==> config.mk <==
export PLATFORM = sky130hd
export DESIGN_NAME = cpvf_queue
export DESIGN_NICKNAME = d
export VERILOG_FILES = /design/src/design/cpvf_pkg.sv /design/src/design/cpvf_queue.sv
export SDC_FILE = /design/constraint.sdc
export NUM_CORES = 1
export LEC_CHECK = 0
export ABC_AREA = 1
export ABC_CLOCK_PERIOD_IN_PS = 1600
export BUFFER_PORTS_ARGS = -buffer_cell sky130_fd_sc_hd__clkbuf_2
export CAP_MARGIN = 15
export CORE_MARGIN = 2
export CORE_UTILIZATION = 32
export DETAILED_ROUTE_END_ITERATION = 10
export GPL_ROUTABILITY_DRIVEN = 0
export GPL_TIMING_DRIVEN = 0
export HOLD_SLACK_MARGIN = 0.06
export PLACE_DENSITY = 0.51
export SYNTH_ARGS = -nofsm -noshare
export SYNTH_HDL_FRONTEND = slang
export SYNTH_SLANG_ARGS = --single-unit
==> constraint.sdc <==
create_clock -name clk -period 1.6 [get_ports clk]
set_clock_uncertainty 0.1 [all_clocks]
set_input_delay 0.08 -clock clk [delete_from_list [all_inputs] [get_ports clk]]
set_output_delay 0.08 -clock clk [all_outputs]
set_load 0.01 [all_outputs]
==> src/design/cpvf_pkg.sv <==
package cpvf_pkg;

	// Default fraction bits of the internal fixed-point format
	localparam int FRAC_BITS_DEF = 24;

	// Port formats
	localparam int IN_W     = 32;
	localparam int IN_FRAC  = 24;
	localparam int OUT_W    = 25;
	localparam int OUT_FRAC = 24;

	// Integer quotient bits: scaled components stay below 2, other quotients saturate at 16
	localparam int SCALE_IB = 1;
	localparam int SAT_IB   = 4;

	// Headroom above the binary point for internal signed values (magnitudes stay below 128)
	localparam int INT_W = 8;

	// Entries of the queue between the front and the back
	localparam int QUEUE_DEPTH = 4;

endpackage

==> src/design/cpvf_queue.sv <==
module cpvf_queue #(
	parameter int W = 8
) (
	input  logic         clk,
	input  logic         arst_n,
	input  logic         in_valid,
	output logic         in_ready,
	input  logic [W-1:0] in_data,
	output logic         out_valid,
	input  logic         out_ready,
	output logic [W-1:0] out_data
);

	localparam int DEPTH = cpvf_pkg::QUEUE_DEPTH;
	localparam int PW    = $clog2(DEPTH);

	logic [W-1:0] mem_q [0:DEPTH-1];
	logic [PW-1:0] wr_q, rd_q;
	logic [PW:0]   cnt_q;
	logic          push, pop;

	assign in_ready  = cnt_q != (PW+1)'(DEPTH);
	assign out_valid = cnt_q != '0;
	assign out_data  = mem_q[rd_q];
	assign push      = in_valid && in_ready;
	assign pop       = out_valid && out_ready;

	always_ff @(posedge clk or negedge arst_n) begin
		if (!arst_n) begin
			wr_q  <= '0;
			rd_q  <= '0;
			cnt_q <= '0;
		end else begin
			if (push) begin
				wr_q <= (wr_q == PW'(DEPTH - 1)) ? '0 : wr_q + PW'(1);
			end
			if (pop) begin
				rd_q <= (rd_q == PW'(DEPTH - 1)) ? '0 : rd_q + PW'(1);
			end
			if (push && !pop) begin
				cnt_q <= cnt_q + (PW+1)'(1);
			end else if (pop && !push) begin
				cnt_q <= cnt_q - (PW+1)'(1);
			end
		end
	end

	always_ff @(posedge clk) begin
		if (push) begin
			mem_q[wr_q] <= in_data;
		end
	end

endmodule

# --- Yosys cells after proc, flatten, opt, wreduce, memory -nomap -nowiden ---
# Memory sizes are Yosys's and may differ from the RTL's.
# Index checks and enable logic that the tools add are counted.
totals:
  ff_bits: 7
  mem_bits_rw: 32
  output_inout_bits: 10
  elab_cells: 25
  n_memories: 1
mem_list:
  columns: ["name", "words", "width", "read_ports", "rd_clocked_by_memory_dff", "wr", "line_no", "source"]
  rows:
  - ["mem_q", 4, 8, 1, 0, 1, "cpvf_queue.sv:17", "logic [W-1:0] mem_q [0:DEPTH-1];"]
classes:
  add_sub_neg: 4
  eq_ne: 3
  n_mux: 6
  n_reduce_logical: 8
ops:
  columns: ["op", "n"]
  rows:
  - ["$mux W3", 2]
  - ["$add A2 B1 Y2 const B", 2]
  - ["$eq A2 B2 Y1 const B", 2]
  - ["$logic_and A1 B1 Y1", 4]
  - ["$mux W2", 2]
  - ["$add A3 B1 Y3 const B", 1]
  - ["$ne A3 B3 Y1 const B", 1]
  - ["$reduce_bool A3 Y1", 1]
  - ["$sub A3 B1 Y3 const B", 1]
  - ["$logic_not A1 Y1", 2]
  - ["$mux W1", 2]
  - ["$reduce_bool A2 Y1", 1]

# --- Longest topological paths before layout ---
# Gate-level depths: netlist of run 1.
depth:
  ltp_word: 6
  depth_mapped: 12
  depth_no_buf: 12

# --- Least setup slack after synthesis of run 1 ---
# Ideal clock, no wire load.
synth_path:
  path_kind: "flip-flop to flip-flop"
  start: "reg cnt_q[1]"
  end: "reg cnt_q[2]"
  setup_ns: 0.117
  t_arrival_ns: 1.603
  required_ns: 1.383
  slack_ns: -0.220
  path_stages_with_launch: 11
  path_cell_list: "dfrtp_1 > inv_1 > nand3_1 > nand2_2 > ha_1 > inv_1 > fa_1 > nand2_1 > nand3_1 > nand2_1 > nand2_1"
synth_via:
  elab_chain_cells: 5
  elab_cells_between_ends: 13
synth_lines:
  columns: ["item", "line_no", "source"]
  rows:
  - ["start, declared", "cpvf_queue.sv:19", "logic [PW:0] cnt_q;"]
  - ["start signal, assigned", "cpvf_queue.sv:41", "cnt_q <= cnt_q + (PW+1)'(1);"]
  - ["start signal, assigned", "cpvf_queue.sv:43", "cnt_q <= cnt_q - (PW+1)'(1);"]
  - ["$reduce_bool A3 Y1 *", "cpvf_queue.sv:23", "assign out_valid = cnt_q != '0;"]
  - ["net out_valid", "cpvf_queue.sv:9", "output logic out_valid,"]
  - ["$logic_and A1 B1 Y1 *", "cpvf_queue.sv:26", "assign pop = out_valid && out_ready;"]
  - ["$logic_not A1 Y1", "cpvf_queue.sv:40", "if (push && !pop) begin"]
  - ["$logic_and A1 B1 Y1", "cpvf_queue.sv:40", null]
  - ["$mux W3 or $reduce_bool A2 Y1 (tied branches)", null, null]
# The timed path passes the listed nets; every way through them passes the cells marked *. The select of a mux whose other input is x is not followed.
# A chain may end at the register's enable or synchronous reset.

# --- Final worst setup path of run 1 ---
layout_path:
  start: "reg cnt_q[0]"
  end: "reg cnt_q[1]"
layout_via:
  elab_chain_cells: 5
  elab_cells_between_ends: 13
layout_lines:
  columns: ["item", "line_no", "source"]
  rows:
  - ["$ne A3 B3 Y1 *", "cpvf_queue.sv:22", "assign in_ready = cnt_q != (PW+1)'(DEPTH);"]
  - ["$logic_and A1 B1 Y1 *", "cpvf_queue.sv:25", "assign push = in_valid && in_ready;"]
  - ["net push", "cpvf_queue.sv:20", "logic push, pop;"]
  - ["$logic_not A1 Y1", "cpvf_queue.sv:42", "end else if (pop && !push) begin"]
  - ["$logic_and A1 B1 Y1", "cpvf_queue.sv:42", null]
  - ["$reduce_bool A2 Y1 (no line)", null, null]
# Marks and branches as above.

==> insert_results.sql, run 1 <==
INSERT INTO impl_metrics (metric_group, metric, value, unit) VALUES
('outcome', 'status', 'finished with violations', ''),
('outcome', 'violations', 'setup timing', ''),
('synthesis', 'yosys-top-cells-count', 'sky130_fd_sc_hd__nand2_1, sky130_fd_sc_hd__edfxtp_1, sky130_fd_sc_hd__inv_1', ''),
('final_layout', 'final_core_utilization', '0.465', ''),
('critical_path', 'cp_cell_sequence', 'inv_2 -> nand3_4 -> nand2_4 -> inv_2 -> ha_4 -> inv_4 -> fa_2 -> nand2_1 -> o21ai_1', ''),
('timing', 'fmax', '588', 'MHz'),
('floorplan', 'dieWidth', '78.0', 'um'),
('floorplan', 'num_rows', '26', ''),
('synthesis', 'synth.area.top_cells', 'sky130_fd_sc_hd__edfxtp_1, sky130_fd_sc_hd__dfrtp_1, sky130_fd_sc_hd__nand2_1', ''),
('pwr', 'cellLeakagePower', '1.03', 'nW'),
('critical_path', 'critPathArrivalTime', '1770', 'ps'),
('placement', 'place.detailed.hpwl', '2240', 'um'),
('critical_path', 'worst_setup_path_start_kind', 'flip-flop', ''),
('timing', 'final-max-slew-violation-count', '0', ''),
('grt', 'maximum_number_of_pins_on_one_net_before_global_route_repair', '13', ''),
('floorplan', 'die_h', '78.0', 'um'),
('hold_path', 'min_path_type', 'in2async', ''),
('synthesis', 'yosys.cell_count.top_type', 'sky130_fd_sc_hd__nand2_1', ''),
('floorplan', 'floorplan.initialDensity', '0.337', ''),
('synthesis', 'synth_enable_flop_cells', '32', ''),
('synthesis', 'netlist.top_cell.by_area', 'sky130_fd_sc_hd__edfxtp_1', ''),
('synthesis', 'synth_top_family_by_area', 'simple AND/OR/NAND/NOR gates', ''),
('grt', 'global_route.usage.total', '0.120', ''),
('synthesis', 'share_of_the_synthesized_netlist_area_taken_by_xor_and_xnor_gates', '0.00499', ''),
('placement', 'io_buffers', '21', ''),
('synthesis', 'yosysUniqueCellTypes', '16', ''),
('final_layout', 'final_layout_size_suffix_gt1_frac', '0.340', ''),
('grt', 'global_route_wire_length_before_repair', '5490', 'um'),
('grt', 'global_route.overflow_total', '0', ''),
('critical_path', 'critPathKind', 'reg2reg', ''),
('timing', 'fin_crit', '1700', 'ps'),
('timing', 'maxSlewHeadroom', '0.790', ''),
('route', 'vias', '1188', ''),
('critical_path', 'timing.rr.end', 'cnt_q[1]', ''),
('clock_network', 'clk_latency', '280', 'ps'),
('timing', 'holdWs', '71.4', 'ps'),
('synthesis', 'synthAdderAreaFrac', '0.0542', ''),
('timing', 'worst-slew-pin-transition', '314', 'ps'),
('critical_path', 'worst_reg_to_reg_cells', '9', ''),
('synthesis', 'post_synthesis_compound_gate_area_fraction', '0.0713', ''),
('floorplan', 'die-area', '6090', 'um2'),
('pwr', 'cellPowerDensity', '1740', 'nW/um2'),
('synthesis', 'synth-simple-area-share', '0.126', ''),
('route', 'drc_errors', '0', ''),
('synthesis', 'synth.yosys.warnings', '0', ''),
('route', 'route.detailed.wl_per_inst', '12.5', 'um'),
('synthesis', 'synth_nets', '171', ''),
('timing', 'setup_viol_count_final', '2', ''),
('critical_path', 'cp_slowest_cell', 'sky130_fd_sc_hd__fa_2', ''),
('route', 'drt-total-wl', '3480', 'um'),
('clock_network', 'cts_max_level', '2', ''),
('clock_network', 'number_of_buffers_added_by_the_clock_tree_synthesis_step', '5', ''),
('final_layout', 'syn2layout_area_growth', '37.9', '%'),
('critical_path', 'critical_path.endpoint_type', 'flip-flop', ''),
('critical_path', 'crit_path_start', 'cnt_q[0]', ''),
('timing', 'hold_vio_cnt_final', '0', ''),
('critical_path', 'ff2ff_setup_slack', '-100', 'ps'),
('clock_network', 'cts.sink_count', '39', ''),
('synthesis', 'postSynthRegisterBits', '39', ''),
('final_layout', 'finalNetCount', '227', ''),
('timing', 'post-route-period-util', '1.06', ''),
('critical_path', 'crit_end', 'cnt_q[1]', ''),
('clock_network', 'clock_tree_root_driver_cell', 'sky130_fd_sc_hd__clkbuf_8', ''),
('synthesis', 'seq_area_frac_synth', '0.648', ''),
('critical_path', 'max_stage_delay', '430', 'ps'),
('synthesis', 'synth_ff_type', 'sky130_fd_sc_hd__edfxtp_1', ''),
('critical_path', 'critical-path-top-cell-by-count', 'sky130_fd_sc_hd__inv_2', ''),
('synthesis', 'netlist_area', '1750', 'um2'),
('synthesis', 'synth-async-reset-ratio', '0.179', ''),
('timing', 'rsz0062_at_grt', 'true', ''),
('timing', 'final.setup.worst_slack', '-102', 'ps');
## kinds of logic (layout without fill, tap and decap cells)
family	after synthesis	in the layout
buffers and inverters	35	92
and+or+nand+nor	53	53
AOI/OAI and AO/OA	17	17
DFF	39	39
xor gates and xnor gates	1	1
adders and majority gates	7	7
## per-stage QoR
stage                     setup slack (ps)  instances  instance area [um2]  setup TNS, ps  power [mW]
final                                 -102        279                 2420           -187        4.22
after floorplan                       -134        152                 1790           -227        2.60
after CTS                            -94.9        270                 2280           -172        3.93
after global placement                -244        243                 1990          -7930        3.05
after global routing                  -182        279                 2420           -588        4.53
after detailed placement              -283        243                 1990          -8480        3.11
## registers in the layout (all words and copies together) (netlist names)
register and count:
cnt_q 3, mem_q 32, rd_q 2, wr_q 2
## layout by cell type, fill, tap and decap left out, types with 3 or more instances in the layout
master / synthesis / routed
sky130_fd_sc_hd__clkbuf_8: 0 / 5
sky130_fd_sc_hd__nand2_1: 37 / 33
sky130_fd_sc_hd__ha_1: 6 / 5
sky130_fd_sc_hd__clkbuf_2: 0 / 16
sky130_fd_sc_hd__inv_1: 29 / 23
sky130_fd_sc_hd__edfxtp_1: 32 / 32
sky130_fd_sc_hd__nor2_4: 0 / 4
sky130_fd_sc_hd__buf_8: 0 / 4
sky130_fd_sc_hd__dlygate4sd3_1: 0 / 11
sky130_fd_sc_hd__buf_2: 0 / 5
sky130_fd_sc_hd__nand3_1: 6 / 5
sky130_fd_sc_hd__buf_6: 5 / 3
sky130_fd_sc_hd__dfrtp_1: 7 / 7
sky130_fd_sc_hd__nand2_2: 2 / 4
sky130_fd_sc_hd__buf_4: 0 / 13
sky130_fd_sc_hd__inv_2: 1 / 5
sky130_fd_sc_hd__o211ai_1: 16 / 16
## power breakdown
part / leakage [nW] / total, mW / internal, mW / switching, mW
logic: 0.615 / 2.11 / 0.995 / 1.12
registers: 0.378 / 1.47 / 1.36 / 0.110
clock network: 0.0412 / 0.629 / 0.304 / 0.325
total: 1.03 / 4.22 / 2.66 / 1.55
## critical path: cells and delay by family, from the launching register on
| kind | cells | cell delay [ps] |
|---|---|---|
| compound gates | 1 | 60 |
| fa+ha+maj | 2 | 590 |
| buf+inv | 3 | 190 |
| flops | 1 | 400 |
| simple gates | 3 | 240 |
## metal layers
metal	share of wire	up-vias	track usage	routed length [um]
met5	0	-	0	0
met4	0.0066	0	0.0421	23
met3	0.024	2	0.0345	84
met2	0.51	15	0.206	1770
met1	0.46	556	0.146	1600
li1	-	615	-	-
## how the worst min path moves through the flow
stage / to / slack [ps]
2_1_floorplan: cnt_q[0] / -320
5_1_grt: rd_q[1] / 100
3_5_place_dp: cnt_q[1] / -170
4_1_cts: cnt_q[1] / 70
6_report: rd_q[1] / 70
3_3_place_gp: cnt_q[2] / -170
## what timing repair did
item,in CTS,in global routing
endpoints found under the hold margin,43,0
pin swaps,5,21
cloned,0,2
resized for setup,10,18
setup endpoints to repair,42,18
setup buffers,8,7
hold buffers,11,0
## final cells by class
type	instances	area (um2)
fill	499	2790
sequential	39	1140
multi-input combinational	78	534
timing repair buffer	49	389
inverter	30	119
tap	70	87.6
clock buffer	6	72.6
buffer	5	67.6
clock inverter	2	12.5
Note: power is estimated with default switching activity, not from simulation.
==> run 2, diff against run 1 <==
--- a/config.mk
+++ b/config.mk
@@ -6,7 +6,7 @@
 export NUM_CORES = 1
 export LEC_CHECK = 0
 export ABC_AREA = 1
-export ABC_CLOCK_PERIOD_IN_PS = 1600
+export ABC_CLOCK_PERIOD_IN_PS = 1950
 export BUFFER_PORTS_ARGS = -buffer_cell sky130_fd_sc_hd__clkbuf_2
 export CAP_MARGIN = 15
 export CORE_MARGIN = 2
@@ -15,7 +15,7 @@
 export GPL_ROUTABILITY_DRIVEN = 0
 export GPL_TIMING_DRIVEN = 0
 export HOLD_SLACK_MARGIN = 0.06
-export PLACE_DENSITY = 0.51
+export PLACE_DENSITY = 0.49
 export SYNTH_ARGS = -nofsm -noshare
 export SYNTH_HDL_FRONTEND = slang
 export SYNTH_SLANG_ARGS = --single-unit
==> constraint.sdc (replaced) <==
create_clock -name clk -period 1.95 [get_ports clk]
set_clock_uncertainty 0.1 [all_clocks]
set_input_delay 0.0975 -clock clk [delete_from_list [all_inputs] [get_ports clk]]
set_output_delay 0.0975 -clock clk [all_outputs]
set_load 0.01 [all_outputs]
==> insert_results.sql, run 2 (synthesized netlist as in run 1, its figures left out) <==
INSERT INTO impl_metrics (metric_group, metric, value, unit) VALUES
('pwr', 'pwr-share-seq', '0.388', ''),
('clock_network', 'clk_latency', '290', 'ps'),
('pwr', 'intPower', '1.94', 'mW'),
('critical_path', 'critPathArrivalTime', '1920', 'ps'),
('grt', 'global_route.overflow_total', '0', ''),
('critical_path', 'ff2ff_setup_slack', '110', 'ps'),
('timing', 'hold_vio_cnt_final', '0', ''),
('grt', 'global_route_wire_length_before_repair', '5320', 'um'),
('timing', 'rsz0062_at_grt', 'false', ''),
('pwr', 'irDropWorstVdd', '0.000496', 'V'),
('clock_network', 'cts_tree', 'yes', ''),
('final_layout', 'biggestRegsByFlops', 'mem_q: 32 flops, cnt_q: 3 flops', ''),
('grt', 'grt_pass1_vias', '1099', ''),
('pwr', 'finalPower', '3.13', 'mW'),
('clock_network', 'clock_tree.buffer_depth', '2', ''),
('route', 'ant_nets', '0', ''),
('clock_network', 'cts.sink_count', '39', ''),
('final_layout', 'postLayoutCellArea', '2220', 'um2'),
('route', 'route.detailed.wl_per_inst', '12.7', 'um'),
('critical_path', 'worst_reg_to_reg_cells', '9', ''),
('final_layout', 'fill_cell_total_of_the_finished_layout', '522', ''),
('final_layout', 'most_used_cells_in_the_layout_excluding_fill_and_tap_cells', 'sky130_fd_sc_hd__nand2_1, sky130_fd_sc_hd__edfxtp_1, sky130_fd_sc_hd__inv_1', ''),
('pwr', 'p_sw', '1.19', 'mW'),
('floorplan', 'die_h', '78.0', 'um'),
('timing', 'fin_crit', '1840', 'ps'),
('route', 'initialDrtViolationCount', '97', ''),
('outcome', 'status', 'finished clean', ''),
('run', 'max_cap_violations', '0', ''),
('route', 'vias', '1184', ''),
('critical_path', 'worst_setup_path_start_kind', 'flip-flop', ''),
('floorplan', 'floorplan.initialDensity', '0.337', ''),
('timing', 'final-max-slew-violation-count', '0', ''),
('floorplan', 'die-area', '6090', 'um2'),
('timing', 'holdWs', '78.0', 'ps'),
('pwr', 'cellLeakagePower', '0.958', 'nW'),
('critical_path', 'critical_path_peak_fanout', '7', ''),
('final_layout', 'layout.cells.most_common', 'sky130_fd_sc_hd__nand2_1', ''),
('timing', 'post-route-period-util', '0.943', ''),
('timing', 'worst-slew-pin-transition', '780', 'ps'),
('final_layout', 'finalNetCount', '216', ''),
('clock_network', 'cts_max_level', '2', ''),
('route', 'vias_cell', '4.42', ''),
('timing', 'final.setup.tns', '0', 'ps'),
('critical_path', 'critical_path.endpoint_type', 'flip-flop', ''),
('timing', 'maxSlewHeadroom', '0.478', ''),
('pwr', 'power_switching_share', '0.380', ''),
('grt', 'maximum_number_of_pins_on_one_net_before_global_route_repair', '14', ''),
('route', 'detailedRoute.firstPassIterationCount', '4', ''),
('final_layout', 'registers.top_by_ff_count', 'mem_q', ''),
('timing', 'setup_viol_count_final', '0', ''),
('clock_network', 'number_of_buffers_added_by_the_clock_tree_synthesis_step', '5', ''),
('grt', 'global_route.usage.total', '0.120', ''),
('pwr', 'pwr-share-comb', '0.440', ''),
('critical_path', 'critPathKind', 'reg2reg', ''),
('placement', 'io_buffers', '21', ''),
('pwr', 'cellPowerDensity', '1410', 'nW/um2'),
('pwr', 'p_clk_frac', '0.172', ''),
('hold_path', 'min_path_type', 'in2async', ''),
('clock_network', 'cts.clk_slew.worst_paths', '80', 'ps'),
('floorplan', 'dieWidth', '78.0', 'um'),
('final_layout', 'final_layout_size_suffix_gt1_frac', '0.263', ''),
('clock_network', 'clock_tree_root_driver_cell', 'sky130_fd_sc_hd__clkbuf_8', ''),
('floorplan', 'design.portCount', '22', ''),
('final_layout', 'largest_reg_flops', '32', ''),
('route', 'drt-total-wl', '3400', 'um'),
('floorplan', 'num_rows', '26', ''),
('final_layout', 'antenna_diode_count', '0', ''),
('placement', 'place.detailed.hpwl', '2260', 'um'),
('placement', 'placement.cell_area', '1950', 'um2'),
('route', 'drc_errors', '0', ''),
('grt', 'grt_antenna_before_repair', '0', ''),
('final_layout', 'syn2layout_area_growth', '26.6', '%'),
('critical_path', 'crit_required', '2030', 'ps'),
('timing', 'fmax', '544', 'MHz'),
('floorplan', 'core_region_area', '5200', 'um2');
[run 2: changes by cell type in the layout (fill, tap and decap cells not counted), sizes merged]
cell	before	now
clkbuf	24	26
inv	29	30
buf	25	11
[run 2: area by class of cell]
cell class | count | area, um2 | area share
Clock buffer | 5 | 68.8 | 0.0310
Clock inverter | 3 | 20.0 | 0.00901
Inverter | 30 | 113 | 0.0507
Buffer | 5 | 56.3 | 0.0254
Timing Repair Buffer | 38 | 260 | 0.117
Tap cell | 70 | 87.6 | 0.0394
Multi-Input combinational cell | 78 | 479 | 0.216
Sequential cell | 39 | 1140 | 0.512
[run 2: per-layer routing]
layer	wire length (um)	track usage	part of all wire	vias to the layer above
met5	0	0	0	-
met1	1550	0.148	0.45	562
met2	1630	0.192	0.48	27
met4	54	0.0544	0.016	0
met3	166	0.0391	0.049	5
li1	-	-	-	590
[run 2: power by group through the flow]
stage / Clock (mW) / Sequential (mW) / Combinational (mW)
2_1_floorplan: 0 / 1.22 / 0.851
3_3_place_gp: 0 / 1.23 / 1.19
3_5_place_dp: 0 / 1.24 / 1.25
4_1_cts: 0.553 / 1.22 / 1.28
5_1_grt: 0.589 / 1.24 / 1.55
6_report: 0.538 / 1.22 / 1.38
[run 2: worst max-delay path, cell delays in order (launching register included)]
cell                      delay [ps]
sky130_fd_sc_hd__dfrtp_1         410
sky130_fd_sc_hd__inv_2           100
sky130_fd_sc_hd__nand3_4         100
sky130_fd_sc_hd__nand2_4         130
sky130_fd_sc_hd__inv_1            50
sky130_fd_sc_hd__ha_2            180
sky130_fd_sc_hd__inv_2            70
sky130_fd_sc_hd__fa_2            430
sky130_fd_sc_hd__nand2_1          70
sky130_fd_sc_hd__o21ai_0          70
[run 2: path summary, 6_finish.rpt]
check | startpoint | to
min in group clk | in_data[7] | mem_q[3][7]
hold reg to reg | wr_q[1] | wr_q[1]
hold / removal | arst_n | cnt_q[0]
setup / recovery | cnt_q[1] | cnt_q[1]
max in group asynchronous | arst_n | rd_q[0]
setup reg to reg | cnt_q[1] | cnt_q[1]
[run 2: through the flow]
stage / cells / utilization / setup WS (ps)
floorplan: 152 / - / 130
detailed placement: 243 / 0.374 / 14.5
CTS: 262 / 0.414 / 14.2
finish: 268 / 0.427 / 112
global route: 268 / 0.427 / 11.9
global placement: 243 / 0.374 / 96.5
[run 2: what timing repair did]
| action | 4_1_cts | 5_1_grt |
|---|---|---|
| resized for setup | 2 | 8 |
| hold endpoints to repair | 43 | 0 |
| hold buffers | 11 | 0 |
| buffers inserted | 0 | 6 |
| setup endpoints to repair | 1 | 26 |
| pin swaps | 0 | 4 |
